$ cat src/rtl/lire_pkg.sv
// Shared constants, types and weight tables of the loss interval rate estimator.
// Used by the controller, the datapath and the top level. No dependencies.
package lire_pkg;

  // History size and derived storage sizes.
  localparam int HISTORY = 8;
  localparam int DEPTH   = HISTORY + 2;
  localparam int AW      = $clog2(DEPTH);
  localparam int CW      = $clog2(DEPTH + 1);

  // Field and accumulator widths.
  localparam int LEN_W   = 24;
  localparam int FRAC_W  = 16;
  localparam int CNT_W   = 5;
  localparam int REG_W   = 2;
  localparam int DEN_W   = FRAC_W + $clog2(DEPTH);
  localparam int SUM_W   = DEN_W + LEN_W;
  localparam int PROD_W  = SUM_W + DEN_W;
  localparam int DIV_W   = SUM_W + 1;
  localparam int ESH     = 2 * (FRAC_W - 1);
  localparam int RATIO_SHIFT = LEN_W - (FRAC_W - 1);
  localparam int DCNT_W  = $clog2(LEN_W + 1);
  localparam int MCNT_W  = $clog2(DEN_W + 1);

  localparam logic [FRAC_W-1:0] ONE     = FRAC_W'(1) << (FRAC_W - 1);
  localparam logic [LEN_W-1:0]  LEN_MAX = '1;
  localparam logic [CNT_W-1:0]  CNT_MAX = '1;

  // Weight table geometry for both history modes.
  localparam int MID0  = HISTORY / 2;
  localparam int MID1  = (HISTORY + 1) / 2;
  localparam int Wdiv0 = MID0 + 1;
  localparam int Wdiv1 = MID1 + 1;

  typedef enum logic [REG_W-1:0] {
    REG_SMOOTH    = 2'd0,
    REG_DISCOUNT  = 2'd1,
    REG_MIN_RATIO = 2'd2
  } reg_idx_e;

  typedef enum logic [1:0] {PASS_A, PASS_1, PASS_2} pass_e;
  typedef enum logic [1:0] {DIV_RATIO, DIV_AVG, DIV_RATE} div_e;
  typedef enum logic {XM_N2D1, XM_N1D2} xmul_e;
  typedef enum logic [2:0] {
    RES_NONE, RES_ZERO, RES_SAT, RES_AVG_MAX, RES_AVG_Q, RES_RATE_MAX, RES_RATE_Q
  } res_e;

  // Commands from the controller to the datapath.
  typedef struct packed {
    logic          scale_en;
    logic [AW-1:0] scale_idx;
    logic          scale_done;
    logic          issue;
    pass_e         pass;
    logic [AW-1:0] idx;
    logic          acc_clr;
    logic          rhs_load;
    logic          div_start;
    div_e          div_mode;
    logic          df_load;
    logic          xmul_start;
    xmul_e         xmul_sel;
    logic          sel_load;
    res_e          res_op;
    logic          out_load;
  } cmd_t;

  // Status from the datapath to the controller.
  typedef struct packed {
    logic             lost;
    logic             report;
    logic [CNT_W-1:0] count;
    logic             smooth;
    logic             disc_en;
    logic             len0_nz;
    logic             lhs_lt_rhs;
    logic             div_busy;
    logic             mul_busy;
    logic             cn_zero;
    logic             avg_ovf;
    logic             rate_ovf;
  } status_t;

  // Interval weights of one history mode, packed entry 0 in the low bits.
  function automatic logic [DEPTH*FRAC_W-1:0] weight_row(input logic smooth);
    int mid;
    int d;
    int num;
    logic [DEPTH*FRAC_W-1:0] row;
    row = '0;
    mid = smooth ? MID1 : MID0;
    for (int i = 0; i < DEPTH; i++) begin
      if (i < mid) begin
        row[i*FRAC_W +: FRAC_W] = ONE;
      end else begin
        d   = smooth ? (i - mid) : (i + 1 - mid);
        num = (mid + 1 > d) ? (mid + 1 - d) : 0;
        if (smooth) begin
          row[i*FRAC_W +: FRAC_W] = FRAC_W'((num * int'(ONE)) / Wdiv1);
        end else begin
          row[i*FRAC_W +: FRAC_W] = FRAC_W'((num * int'(ONE)) / Wdiv0);
        end
      end
    end
    return row;
  endfunction

  localparam logic [DEPTH*FRAC_W-1:0] W_ROW0 = weight_row(1'b0);
  localparam logic [DEPTH*FRAC_W-1:0] W_ROW1 = weight_row(1'b1);

endpackage

$ cat src/rtl/lire_controller.sv
// Controller of the loss interval rate estimator: sequences the history
// update, the weighted sum passes, the divisions and the output beat. Uses lire_pkg.
module lire_controller (
  input  logic              clk_i,
  input  logic              rst_ni,
  input  logic              in_valid_i,
  output logic              in_stall_o,
  output logic              out_valid_o,
  input  logic              out_stall_i,
  input  lire_pkg::status_t status_i,
  output lire_pkg::cmd_t    cmd_o
);
  import lire_pkg::*;

  typedef enum logic [4:0] {
    S_IDLE, S_ROUTE, S_SCALE, S_SCALE_END, S_REPORT, S_PASS, S_DRAIN, S_RHS, S_DCMP,
    S_DWAIT_R, S_XM1, S_XW1, S_XW2, S_SEL, S_DEC, S_DWAIT_A, S_RATE, S_DWAIT_T, S_OUT
  } state_e;

  state_e        state_q;
  pass_e         pass_q;
  logic [CW-1:0] idx_q, end_q, ds_q;
  logic [1:0]    drain_q;
  logic          first_q, out_valid_q;
  logic [CNT_W-1:0] np1, ds;
  logic [CW-1:0]    end1;
  logic             out_free;

  always_comb begin
    np1      = CNT_W'(HISTORY + 1) + CNT_W'(status_i.smooth);
    ds       = (status_i.count > np1) ? np1 : status_i.count;
    end1     = (status_i.smooth && ds_q == CW'(HISTORY + 2)) ? ds_q - CW'(1) : ds_q;
    out_free = !out_valid_q || !out_stall_i;
  end

  // State, loop counters and the output valid flag.
  always_ff @(posedge clk_i or negedge rst_ni) begin
    if (!rst_ni) begin
      state_q     <= S_IDLE;
      pass_q      <= PASS_A;
      idx_q       <= '0;
      end_q       <= '0;
      ds_q        <= '0;
      drain_q     <= '0;
      first_q     <= 1'b0;
      out_valid_q <= 1'b0;
    end else begin
      if (out_valid_q && !out_stall_i && state_q != S_OUT) out_valid_q <= 1'b0;
      case (state_q)
        S_IDLE: if (in_valid_i) state_q <= S_ROUTE;
        S_ROUTE: begin
          idx_q   <= CW'(DEPTH - 1);
          state_q <= status_i.lost ? S_SCALE : S_REPORT;
        end
        S_SCALE: begin
          idx_q <= idx_q - CW'(1);
          if (idx_q == CW'(2)) state_q <= S_SCALE_END;
        end
        S_SCALE_END: state_q <= S_REPORT;
        S_REPORT: begin
          ds_q <= CW'(ds);
          if (!status_i.report) begin
            state_q <= S_IDLE;
          end else if (status_i.count <= CNT_W'(1)) begin
            state_q <= S_OUT;
          end else if (status_i.disc_en && status_i.len0_nz) begin
            pass_q  <= PASS_A;
            idx_q   <= CW'(1);
            end_q   <= CW'(ds);
            first_q <= 1'b1;
            state_q <= S_PASS;
          end else begin
            pass_q  <= PASS_1;
            idx_q   <= '0;
            end_q   <= (status_i.smooth && ds == CNT_W'(HISTORY + 2)) ? CW'(ds) - CW'(1)
                                                                       : CW'(ds);
            first_q <= 1'b1;
            state_q <= S_PASS;
          end
        end
        S_PASS: begin
          first_q <= 1'b0;
          idx_q   <= idx_q + CW'(1);
          if (idx_q + CW'(1) == end_q) begin
            drain_q <= '0;
            state_q <= S_DRAIN;
          end
        end
        S_DRAIN: begin
          drain_q <= drain_q + 2'd1;
          if (drain_q == 2'd2) begin
            case (pass_q)
              PASS_A: state_q <= S_RHS;
              PASS_1: begin
                pass_q  <= PASS_2;
                idx_q   <= CW'(1);
                end_q   <= ds_q;
                first_q <= 1'b1;
                state_q <= S_PASS;
              end
              default: state_q <= S_XM1;
            endcase
          end
        end
        S_RHS: state_q <= S_DCMP;
        S_DCMP, S_DWAIT_R: begin
          if (state_q == S_DCMP && status_i.lhs_lt_rhs) begin
            state_q <= S_DWAIT_R;
          end else if (state_q == S_DCMP || !status_i.div_busy) begin
            pass_q  <= PASS_1;
            idx_q   <= '0;
            end_q   <= end1;
            first_q <= 1'b1;
            state_q <= S_PASS;
          end
        end
        S_XM1: state_q <= S_XW1;
        S_XW1: if (!status_i.mul_busy) state_q <= S_XW2;
        S_XW2: if (!status_i.mul_busy) state_q <= S_SEL;
        S_SEL: state_q <= S_DEC;
        S_DEC: begin
          if (status_i.cn_zero) state_q <= S_OUT;
          else if (status_i.avg_ovf) state_q <= S_RATE;
          else state_q <= S_DWAIT_A;
        end
        S_DWAIT_A: if (!status_i.div_busy) state_q <= S_RATE;
        S_RATE: state_q <= status_i.rate_ovf ? S_OUT : S_DWAIT_T;
        S_DWAIT_T: if (!status_i.div_busy) state_q <= S_OUT;
        S_OUT: begin
          if (out_free) begin
            out_valid_q <= 1'b1;
            state_q     <= S_IDLE;
          end
        end
        default: state_q <= S_IDLE;
      endcase
    end
  end

  // Commands decoded from the state.
  always_comb begin
    cmd_o            = '0;
    cmd_o.pass       = pass_q;
    cmd_o.idx        = idx_q[AW-1:0];
    cmd_o.scale_idx  = idx_q[AW-1:0];
    cmd_o.div_mode   = DIV_RATIO;
    cmd_o.xmul_sel   = XM_N2D1;
    cmd_o.res_op     = RES_NONE;
    case (state_q)
      S_SCALE:     cmd_o.scale_en   = 1'b1;
      S_SCALE_END: cmd_o.scale_done = 1'b1;
      S_REPORT: begin
        if (status_i.report && status_i.count <= CNT_W'(1)) cmd_o.res_op = RES_ZERO;
      end
      S_PASS: begin
        cmd_o.issue   = 1'b1;
        cmd_o.acc_clr = first_q;
      end
      S_RHS: cmd_o.rhs_load = 1'b1;
      S_DCMP: cmd_o.div_start = status_i.lhs_lt_rhs;
      S_DWAIT_R: cmd_o.df_load = !status_i.div_busy;
      S_XM1: cmd_o.xmul_start = 1'b1;
      S_XW1: begin
        cmd_o.xmul_start = !status_i.mul_busy;
        cmd_o.xmul_sel   = XM_N1D2;
      end
      S_SEL: cmd_o.sel_load = 1'b1;
      S_DEC: begin
        cmd_o.div_mode = DIV_AVG;
        if (status_i.cn_zero) cmd_o.res_op = RES_SAT;
        else if (status_i.avg_ovf) cmd_o.res_op = RES_AVG_MAX;
        else cmd_o.div_start = 1'b1;
      end
      S_DWAIT_A: if (!status_i.div_busy) cmd_o.res_op = RES_AVG_Q;
      S_RATE: begin
        cmd_o.div_mode = DIV_RATE;
        if (status_i.rate_ovf) cmd_o.res_op = RES_RATE_MAX;
        else cmd_o.div_start = 1'b1;
      end
      S_DWAIT_T: if (!status_i.div_busy) cmd_o.res_op = RES_RATE_Q;
      S_OUT: cmd_o.out_load = out_free;
      default: ;
    endcase
  end

  assign in_stall_o  = (state_q != S_IDLE);
  assign out_valid_o = out_valid_q;

endmodule

$ cat config.mk
export PLATFORM = sky130hd
export DESIGN_NAME = lire_controller
export DESIGN_NICKNAME = d
export VERILOG_FILES = /design/src/rtl/lire_pkg.sv /design/src/rtl/lire_controller.sv
export SDC_FILE = /design/constraint.sdc
export NUM_CORES = 1
export LEC_CHECK = 0
export BUFFER_PORTS_ARGS = -buffer_cell sky130_fd_sc_hd__buf_2
export CORE_MARGIN = 1.5
export CORE_UTILIZATION = 57
export CTS_CLUSTER_DIAMETER = 50
export DETAILED_ROUTE_END_ITERATION = 8
export PLACE_DENSITY = 0.93
export SYNTH_ARGS = -nofsm -noshare
export SYNTH_HDL_FRONTEND = slang
export SYNTH_SLANG_ARGS = --single-unit
$ cat constraint.sdc
create_clock -name clk_i -period 3.74 [get_ports clk_i]
set_clock_uncertainty 0.1 [all_clocks]
set_input_delay 0.748 -clock clk_i [delete_from_list [all_inputs] [get_ports clk_i]]
set_output_delay 0.748 -clock clk_i [all_outputs]
set_load 0.005 [all_outputs]
==> results of run 1 <==
[worst max-delay path: cells and delay by family]
kind	cells	cell delay, ns
AOI/OAI and AO/OA	4	0.97
and+or+nand+nor	6	0.82
adders and majority gates	2	0.48
buffers and inverters	2	0.20
[worst paths after layout]
kind | from | endpoint | cells after the start
max reg2reg | state_q[2] | end_q[1] | 6
min in group clk_i | first_q | first_q | 2
min | rst_ni | idx_q[2] | 1
max | status_i[8] | end_q[2] | 14
max in group asynchronous | rst_ni | pass_q[1] | 1
min reg2reg | first_q | first_q | 2
[layout make-up]
class / instances / area [µm²] / area share (%)
clock buffer: 4 / 26.3 / 1.15
inverter: 19 / 71.3 / 3.13
multi-input combinational: 202 / 1310 / 57.3
sequential: 23 / 576 / 25.3
tap: 46 / 57.6 / 2.53
timing repair buffer: 48 / 243 / 10.7
[power groups by stage]
stage          registers (mW)  logic, mW  clock network [mW]
5_1_grt                 0.585       1.30               0.133
3_5_place_dp            0.557       1.15                   0
3_3_place_gp            0.555       1.12                   0
4_1_cts                 0.550       1.16               0.122
2_1_floorplan           0.460       1.01                   0
6_report                0.556       1.17               0.119
[cells by family after synthesis]
logic type	Yosys count	share of synthesized area [%]
AO/OA/AOI/OAI	77	26.5
XOR/XNOR	8	3.43
adder cells (fa/ha/maj)	10	6.12
buffers and inverters	35	8.07
flip-flops	23	28.1
multiplexers	5	2.45
AND/OR/NAND/NOR	102	25.3
[flip-flops by register name (all words and copies together), names as in the netlist]
register	cells
state_q	5
out_valid_o	1
idx_q	4
pass_q	2
ds_q	4
first_q	1
drain_q	2
end_q	4
[per-stage QoR]
step / util [%] / power (mW) / hold WS (ns) / instance area [µm²] / worst slack [ns]
final: 67.2 / 1.84 / 0.282 / 2280 / 0.618
after global routing: 67.2 / 2.02 / 0.312 / 2280 / 0.333
after CTS: 67.2 / 1.83 / 0.299 / 2280 / 0.648
after detailed placement: 66.4 / 1.71 / 0.385 / 2250 / 0.313
after global placement: 66.4 / 1.68 / 0.370 / 2250 / 0.519
after floorplan: - / 1.47 / 0.352 / 2050 / 0.790
[layout by cell type (no fill, tap or decap), drive strengths merged, types with 2 or more instances in the layout]
cell type | netlist | routed
a2111oi | 2 | 2
a211oi | 4 | 4
a21oi | 16 | 16
a221oi | 2 | 2
a22oi | 3 | 3
a31oi | 7 | 7
a32oi | 2 | 2
and2 | 2 | 2
and3 | 5 | 5
buf | 10 | 48
clkbuf | 6 | 4
dfrtp | 23 | 23
ha | 10 | 10
inv | 19 | 19
mux2i | 5 | 5
nand2 | 31 | 31
nand2b | 4 | 4
nand3 | 11 | 11
nand4 | 2 | 2
nor2 | 24 | 24
nor2b | 4 | 4
nor3 | 7 | 7
nor4 | 4 | 4
o211ai | 3 | 3
o21ai | 20 | 20
o22a | 3 | 3
o22ai | 3 | 3
o31ai | 4 | 4
or2 | 3 | 3
or3b | 2 | 2
xnor2 | 5 | 5
xor2 | 3 | 3
[routing by layer]
layer | share of wire (%) | up-vias | track usage (%)
met5 | 0 | - | 0
met4 | 1.3 | 0 | 7.22
met3 | 7.1 | 9 | 5.05
met2 | 49 | 94 | 48.1
met1 | 43 | 998 | 35.3
li1 | - | 1018 | -
==> flow_metrics.env, run 1 <==
export IMPL_vias_per_cell=6.20
export IMPL_antenna_found_initial=0
export IMPL_yosysMostFrequentCell="nand2_1"
export IMPL_fill_cells=279
export IMPL_power_frac_comb_pct=63.4
export IMPL_grt_pass1_wl_mm=8.94
export IMPL_worstPathArrival_ns=3.26
export IMPL_synthFlopType="dfrtp_1"
export IMPL_cts_hold_buf=0
export IMPL_ys_warnings_count=0
export IMPL_cts_root_buf="clkbuf_4"
export IMPL_n_antenna_cell=0
export IMPL_antenna_violating_nets_post_route=0
export IMPL_seq_area_frac_synth_pct=28.1
export IMPL_synth_edf_count=0
export IMPL_die_h_um=62.9
export IMPL_drive_gt1_share_pct=20.3
export IMPL_clk_pin_slew_ns=0.13
export IMPL_hpwl_mm=4.02
export IMPL_path_cells="buf_2, inv_1, ha_1, nor2b_1, o21ai_0, a21oi_1, nor2_1, a21oi_1, ha_1, nand3_1, nor2_1, nand2_1, and3_1, o31ai_1"
export IMPL_path_max_fanout=6
export IMPL_cts_buffer_depth=2
export IMPL_synth_nets=290
export IMPL_grt_max_degree=24
export IMPL_vias=2119
export IMPL_synth_area_leaders="dfrtp_1, ha_1, nand2_1, nor2_1, o21ai_0"
export IMPL_die_width_um=62.9
export IMPL_async_flop_share_pct=100
export IMPL_worstMarginPinSlew_ns=0.559
export IMPL_initial_core_util_pct=60.4
export IMPL_gr_usage_all_layers_pct=27.7
export IMPL_status="completed"
export IMPL_required_ns=3.88
export IMPL_setup_worst_path_class="input port to flop"
export IMPL_grt_pass1_vias=1999
export IMPL_grt_overflow=0
export IMPL_cts_tree="built"
export IMPL_placed_cells=338
export IMPL_slowest_stage="a21oi_1"
export IMPL_finalHoldViolations=0
export IMPL_end_kind="flop"
export IMPL_yosys_cell_types_count=54
export IMPL_numPortBuffers=47
export IMPL_core_um2=3390
export IMPL_rsz0062_at_grt="false"
export IMPL_finalMaxSlewViolations=0
export IMPL_clkLatencyLatePin_ns=0.32
export IMPL_gp_congestion=0.957
export IMPL_synthDominantCellAreaShare_pct=28.1
export IMPL_tns_ns=0
export IMPL_num_rows=21
export IMPL_area_delta_synth_final_pct=11.4
export IMPL_switching_share_pct=50.8
export IMPL_cap_violations=0
export IMPL_p_leak_nw=1.07
export IMPL_dr_pass1_iters=4
export IMPL_netlist_instances=260
export IMPL_io_pins=48
export IMPL_slew_headroom_pct=62.8
export IMPL_ys_seq_elements=23
export IMPL_worst_ir_drop_vdd_v=0.000420
export IMPL_synthesis_area_um2=2050
export IMPL_nets=327
export IMPL_post_cts_buffers=0
export IMPL_seq_power_share_pct=30.2
export IMPL_p_per_area_nw_per_um2=810
export IMPL_hp_class="input port to async pin"
export IMPL_drt_wirelength_per_cell_um=15.1
export IMPL_power_switching_uw=937
export IMPL_r2r_slack_ns=1.25
export IMPL_p_int_uw=907
export IMPL_avgSynthCellArea_um2=7.87
export IMPL_drt_iter0_markers=227
export IMPL_finalWirelength_mm=5.16
export IMPL_setup_violations_final=0
export IMPL_clock_sinks=23
export IMPL_synth_common_cells="nand2_1, nor2_1, dfrtp_1"
export IMPL_cts_resized=0
export IMPL_cts_max_level=1
export IMPL_slowest_delay_ns=0.37
export IMPL_fmax_ghz=0.320
export IMPL_fin_cells=342
export IMPL_post_route_min_period_ns=3.12
export IMPL_cts_made_buffers=3
export IMPL_cp_start_kind="input port"
export IMPL_drc=0
export IMPL_clock_power_share_pct=6.5
export IMPL_die_area_um2=3960
export IMPL_finalCritPeriodShare_pct=83.5
export IMPL_yosysTopAreaCell="dfrtp_1"
Power figures use the tool's default switching activity.
==> run 2, diff against run 1 <==
--- a/config.mk
+++ b/config.mk
@@ -7,10 +7,10 @@
 export LEC_CHECK = 0
 export BUFFER_PORTS_ARGS = -buffer_cell sky130_fd_sc_hd__buf_2
 export CORE_MARGIN = 1.5
-export CORE_UTILIZATION = 57
+export CORE_UTILIZATION = 54
 export CTS_CLUSTER_DIAMETER = 50
 export DETAILED_ROUTE_END_ITERATION = 8
-export PLACE_DENSITY = 0.93
+export PLACE_DENSITY = 0.89
 export SYNTH_ARGS = -nofsm -noshare
 export SYNTH_HDL_FRONTEND = slang
 export SYNTH_SLANG_ARGS = --single-unit
==> constraint.sdc (replaced) <==
create_clock -name clk_i -period 3.1 [get_ports clk_i]
set_clock_uncertainty 0.1 [all_clocks]
set_input_delay 0.62 -clock clk_i [delete_from_list [all_inputs] [get_ports clk_i]]
set_output_delay 0.62 -clock clk_i [all_outputs]
set_load 0.005 [all_outputs]
==> flow_metrics.env, run 2 (synthesis gave the netlist of run 1 again) <==
export IMPL_status="completed"
export IMPL_worstPathArrival_ns=2.92
export IMPL_fmax_ghz=0.349
export IMPL_drc=0
export IMPL_cts_root_buf="clkbuf_8"
export IMPL_numPortBuffers=47
export IMPL_die_area_um2=4170
export IMPL_cts_max_level=1
export IMPL_slew_headroom_pct=63.3
export IMPL_io_pins=48
export IMPL_finalWirelength_mm=5.45
export IMPL_area_delta_synth_final_pct=14.4
export IMPL_grt_pass1_wl_mm=8.94
export IMPL_dr_pass1_iters=6
export IMPL_p_per_area_nw_per_um2=999
export IMPL_worstMarginPinSlew_ns=0.550
export IMPL_grt_pass1_vias=1955
export IMPL_fill_cells=328
export IMPL_place_area_um2=2290
export IMPL_vias_per_cell=6.24
export IMPL_post_cts_buffers=0
export IMPL_gp_congestion=0.953
export IMPL_drt_iter0_markers=354
export IMPL_cts_made_buffers=3
export IMPL_largest_register_ff_count=5
export IMPL_fin_area_um2=2340
export IMPL_finalHoldViolations=0
export IMPL_worst_ir_drop_vdd_v=0.000393
export IMPL_path_delay_family="compound AO/OA/AOI/OAI gates"
export IMPL_cp_start_kind="input port"
export IMPL_antenna_violating_nets_post_route=0
export IMPL_die_width_um=64.6
export IMPL_finalMaxSlewViolations=0
export IMPL_end_kind="flop"
export IMPL_antenna_found_initial=0
export IMPL_grt_max_degree=24
export IMPL_path_cells="buf_2, inv_1, ha_1, nor2b_1, o21ai_0, a21oi_2, mux2i_1, inv_1, ha_1, nand3_1, nor2_1, nand4_1, a32oi_1, o21ai_1"
export IMPL_fin_util_pct=63.9
export IMPL_total_power_mw=2.34
export IMPL_cap_violations=0
export IMPL_drive_gt1_share_pct=21.9
export IMPL_hold_slack_ns=0.229
export IMPL_r2r_slack_ns=0.64
export IMPL_slowest_stage="ha_1"
export IMPL_crit_cells=14
export IMPL_core_um2=3660
export IMPL_p_leak_nw=1.10
export IMPL_largest_register="state_q"
export IMPL_critical_path_buf_inv_count=3
export IMPL_required_ns=3.16
export IMPL_clkLatencyLatePin_ns=0.27
export IMPL_clock_sinks=23
export IMPL_gr_usage_all_layers_pct=26.8
export IMPL_r2r_cells=7
export IMPL_worstReg2RegEnd="end_q[1]"
export IMPL_initial_core_util_pct=55.9
export IMPL_cts_tree="built"
export IMPL_cts_buffer_depth=2
export IMPL_hpwl_mm=4.15
export IMPL_setup_violations_final=0
export IMPL_rsz0062_at_grt="false"
export IMPL_clk_pin_slew_ns=0.09
export IMPL_setup_worst_path_class="input port to flop"
export IMPL_most_common_layout_cells="buf_2, nand2_1, nor2_1, dfrtp_1, inv_1"
export IMPL_post_route_min_period_ns=2.86
export IMPL_layout_commonest_cell="buf_2"
export IMPL_slowest_delay_ns=0.30
export IMPL_grt_overflow=0
export IMPL_hp_class="input port to async pin"
export IMPL_path_max_fanout=6
export IMPL_vias=2177
export IMPL_nets=332
export IMPL_drt_wirelength_per_cell_um=15.6
export IMPL_r2r_start="state_q[0]"
export IMPL_n_antenna_cell=0
export IMPL_num_rows=22
export IMPL_die_h_um=64.6
export IMPL_placed_cells=345
export IMPL_fin_cells=349
export IMPL_finalCritPeriodShare_pct=92.4
[run 2: changes by cell type in the layout (fill, tap and decap cells not counted), sizes merged]
| cell | change |
|---|---|
| buf | +5 |
[run 2: routing by layer]
layer  vias to the layer above  share of wire (%)  global-route usage, %
li1                       1023                  -                      -
met4                         0                1.5                   4.26
met1                      1025                 40                   35.6
met5                         -                  0                      0
met2                       115                 50                   47.3
met3                        14                8.7                   3.47
[run 2: per-stage QoR]
step / setup TNS (ns) / setup WS [ns]
6_report: 0 / 0.236
5_1_grt: 0 / 0.0229
4_1_cts: 0 / 0.214
3_5_place_dp: -0.163 / -0.0636
3_3_place_gp: 0 / 0.0576
2_1_floorplan: 0 / 0.278
[run 2: how the worst max path moves through the flow]
stage                           start  endpoint
after floorplan           status_i[8]  end_q[2]
after global placement    status_i[8]  end_q[2]
after detailed placement  status_i[8]  end_q[2]
after CTS                 status_i[8]  end_q[2]
after global routing      status_i[8]  end_q[3]
final                     status_i[8]  end_q[3]
[run 2: what timing repair did]
action                                  4_1_cts  5_1_grt
endpoints found under the hold margin         0        0
endpoints found under the setup margin        0        3
gates resized for setup                       0        1
hold buffers                                  0        0
[run 2: where the power goes]
| part | switching (mW) | total, mW | internal [mW] | leakage, nW |
|---|---|---|---|---|
| Combinational | 0.870 | 1.50 | 0.632 | 0.798 |
| Clock | 0.0996 | 0.191 | 0.0918 | 0.0228 |
| Sequential | 0.204 | 0.645 | 0.442 | 0.281 |
| Total | 1.17 | 2.34 | 1.17 | 1.10 |
[run 2: layout make-up]
| type | instances | area (µm²) | share of cell area, % |
|---|---|---|---|
| Inverter | 19 | 71.3 | 3.05 |
| Sequential cell | 23 | 576 | 24.6 |
| Tap cell | 48 | 60.1 | 2.57 |
| Multi-Input combinational cell | 202 | 1310 | 55.9 |
| Timing Repair Buffer | 53 | 280 | 12.0 |
| Clock buffer | 4 | 45.0 | 1.92 |
==> run 3, diff against run 2 <==
==> config.mk (replaced) <==
export PLATFORM = sky130hd
export DESIGN_NAME = lire_controller
export DESIGN_NICKNAME = d
export VERILOG_FILES = /design/src/rtl/lire_pkg.sv /design/src/rtl/lire_controller.sv
export SDC_FILE = /design/constraint.sdc
export NUM_CORES = 1
export LEC_CHECK = 0
export CORE_MARGIN = 1.5
export CORE_UTILIZATION = 57
export CTS_CLUSTER_DIAMETER = 50
export DETAILED_ROUTE_END_ITERATION = 8
export DONT_BUFFER_PORTS = 1
export PLACE_DENSITY = 0.81
export SYNTH_ARGS = -nofsm -noshare
export SYNTH_HDL_FRONTEND = slang
export SYNTH_SLANG_ARGS = --single-unit
==> flow_metrics.env, run 3 (synthesis gave the netlist of run 1 again) <==
export IMPL_status="completed"
export IMPL_fmax_ghz=0.350
export IMPL_gp_congestion=0.904
export IMPL_finalHoldViolations=0
export IMPL_setup_violations_final=0
export IMPL_finalWirelength_mm=5.02
export IMPL_setup_slack_ns=0.246
export IMPL_dr_pass1_iters=5
export IMPL_drive_gt1_share_pct=5.58
export IMPL_most_common_layout_cells="nand2_1, nor2_1, dfrtp_1, inv_1, o21ai_0"
export IMPL_drc=0
export IMPL_p_per_area_nw_per_um2=1040
export IMPL_core_um2=3390
export IMPL_grt_pass1_vias=1767
export IMPL_n_antenna_cell=0
export IMPL_fill_cells=307
export IMPL_required_ns=2.38
export IMPL_rsz0062_at_grt="false"
export IMPL_num_rows=21
export IMPL_drt_iter0_markers=204
export IMPL_cts_max_level=1
export IMPL_p_leak_nw=0.866
export IMPL_io_pins=48
export IMPL_hp_class="input port to flop"
export IMPL_finalCritPeriodShare_pct=92.1
export IMPL_slew_headroom_pct=28.2
export IMPL_vias_per_cell=6.55
export IMPL_worstPathArrival_ns=2.13
export IMPL_end_kind="output port"
export IMPL_slowest_stage="dfrtp_1"
export IMPL_path_delay_family="simple AND/OR/NAND/NOR gates"
export IMPL_layout_commonest_cell="nand2_1"
export IMPL_grt_max_degree=24
export IMPL_numPortBuffers=0
export IMPL_nets=282
export IMPL_finalMaxSlewViolations=0
export IMPL_slowest_delay_ns=0.60
export IMPL_area_delta_synth_final_pct=0.734
export IMPL_gr_usage_all_layers_pct=26.9
export IMPL_cap_violations=0
export IMPL_cp_start_kind="flop"
export IMPL_hold_slack_ns=0.337
export IMPL_die_area_um2=3960
export IMPL_dp_slack_ns=-0.0276
export IMPL_post_route_min_period_ns=2.85
export IMPL_clk_pin_slew_ns=0.14
export IMPL_largest_register="state_q"
export IMPL_initial_core_util_pct=60.4
export IMPL_cts_made_buffers=3
export IMPL_fin_util_pct=60.8
export IMPL_grt_overflow=0
export IMPL_clock_sinks=23
export IMPL_worst_ir_drop_vdd_v=0.000414
export IMPL_hpwl_mm=3.79
export IMPL_grt_pass1_wl_mm=8.60
export IMPL_cts_buffer_depth=2
export IMPL_worstMarginPinSlew_ns=1.07
export IMPL_cts_tree="built"
export IMPL_die_h_um=62.9
export IMPL_die_width_um=62.9
export IMPL_clkLatencyLatePin_ns=0.32
export IMPL_setup_worst_path_class="flop to output port"
export IMPL_vias=1944
export IMPL_critical_path_buf_inv_count=0
export IMPL_antenna_found_initial=0
export IMPL_cts_root_buf="clkbuf_4"
export IMPL_antenna_violating_nets_post_route=0
export IMPL_largest_register_ff_count=5
export IMPL_drt_wirelength_per_cell_um=16.9
export IMPL_path_cells="or3b_1, nor2_1, o21ai_0, o31ai_1"
export IMPL_path_max_fanout=18
-- run 3: area by class of cell --
type / count / area (µm²) / share of cell area, %
well taps: 46 / 57.6 / 2.79
multi-input cells: 202 / 1310 / 63.3
inverters: 19 / 71.3 / 3.46
repair buffers: 3 / 25.0 / 1.21
clock buffers: 4 / 26.3 / 1.28
flip-flops and latches: 23 / 576 / 27.9
-- run 3: final timing paths --
path                               end         from  slack (ns)  cells after the start
setup / recovery              cmd_o[2]   state_q[0]        0.25                      4
hold / removal             out_valid_o  out_stall_i        0.34                      2
setup reg to reg              end_q[1]   state_q[0]        0.58                      6
hold reg to reg             drain_q[1]   drain_q[1]        0.40                      2
max in group asynchronous      ds_q[2]       rst_ni        1.43                      1
min in group asynchronous   state_q[2]       rst_ni        0.82                      1
-- run 3: metrics by stage --
stage / setup TNS (ns) / instance area [µm²] / total power, mW / std cells
after floorplan: 0 / 2050 / 1.77 / 260
after global placement: 0 / 2020 / 1.94 / 292
after detailed placement: -0.0342 / 2020 / 1.97 / 292
after CTS: 0 / 2060 / 2.13 / 297
after global routing: 0 / 2060 / 2.35 / 297
final: 0 / 2060 / 2.15 / 297
-- run 3: repair_timing --
item                      in CTS  in global routing
gates resized for setup        0                  0
hold endpoints to repair      23                  0
setup buffers                  0                  0
hold buffers                   1                  0
-- run 3: per-layer routing --
metal  vias to the layer above  share of wire [%]  track usage (%)
li1                        922                  -                -
met1                       904                 44             37.8
met2                       112                 46             42.0
met3                         6                9.0             5.23
met4                         0                1.4             7.78
met5                         -                  0                0
-- run 3: worst register-to-register path, stage by stage (launching register included) --
cell	delay, ns
dfrtp_1	0.70
nor2_1	0.24
and3_1	0.30
a2111oi_4	0.47
nand2_1	0.23
a221oi_1	0.26
a21oi_1	0.11
-- run 3: where the power goes --
part | switching (mW) | leakage [nW] | internal (mW) | total, mW
clock | 0.0988 | 0.0150 | 0.0504 | 0.149
sequential | 0.272 | 0.281 | 0.439 | 0.711
combinational | 0.751 | 0.570 | 0.538 | 1.29
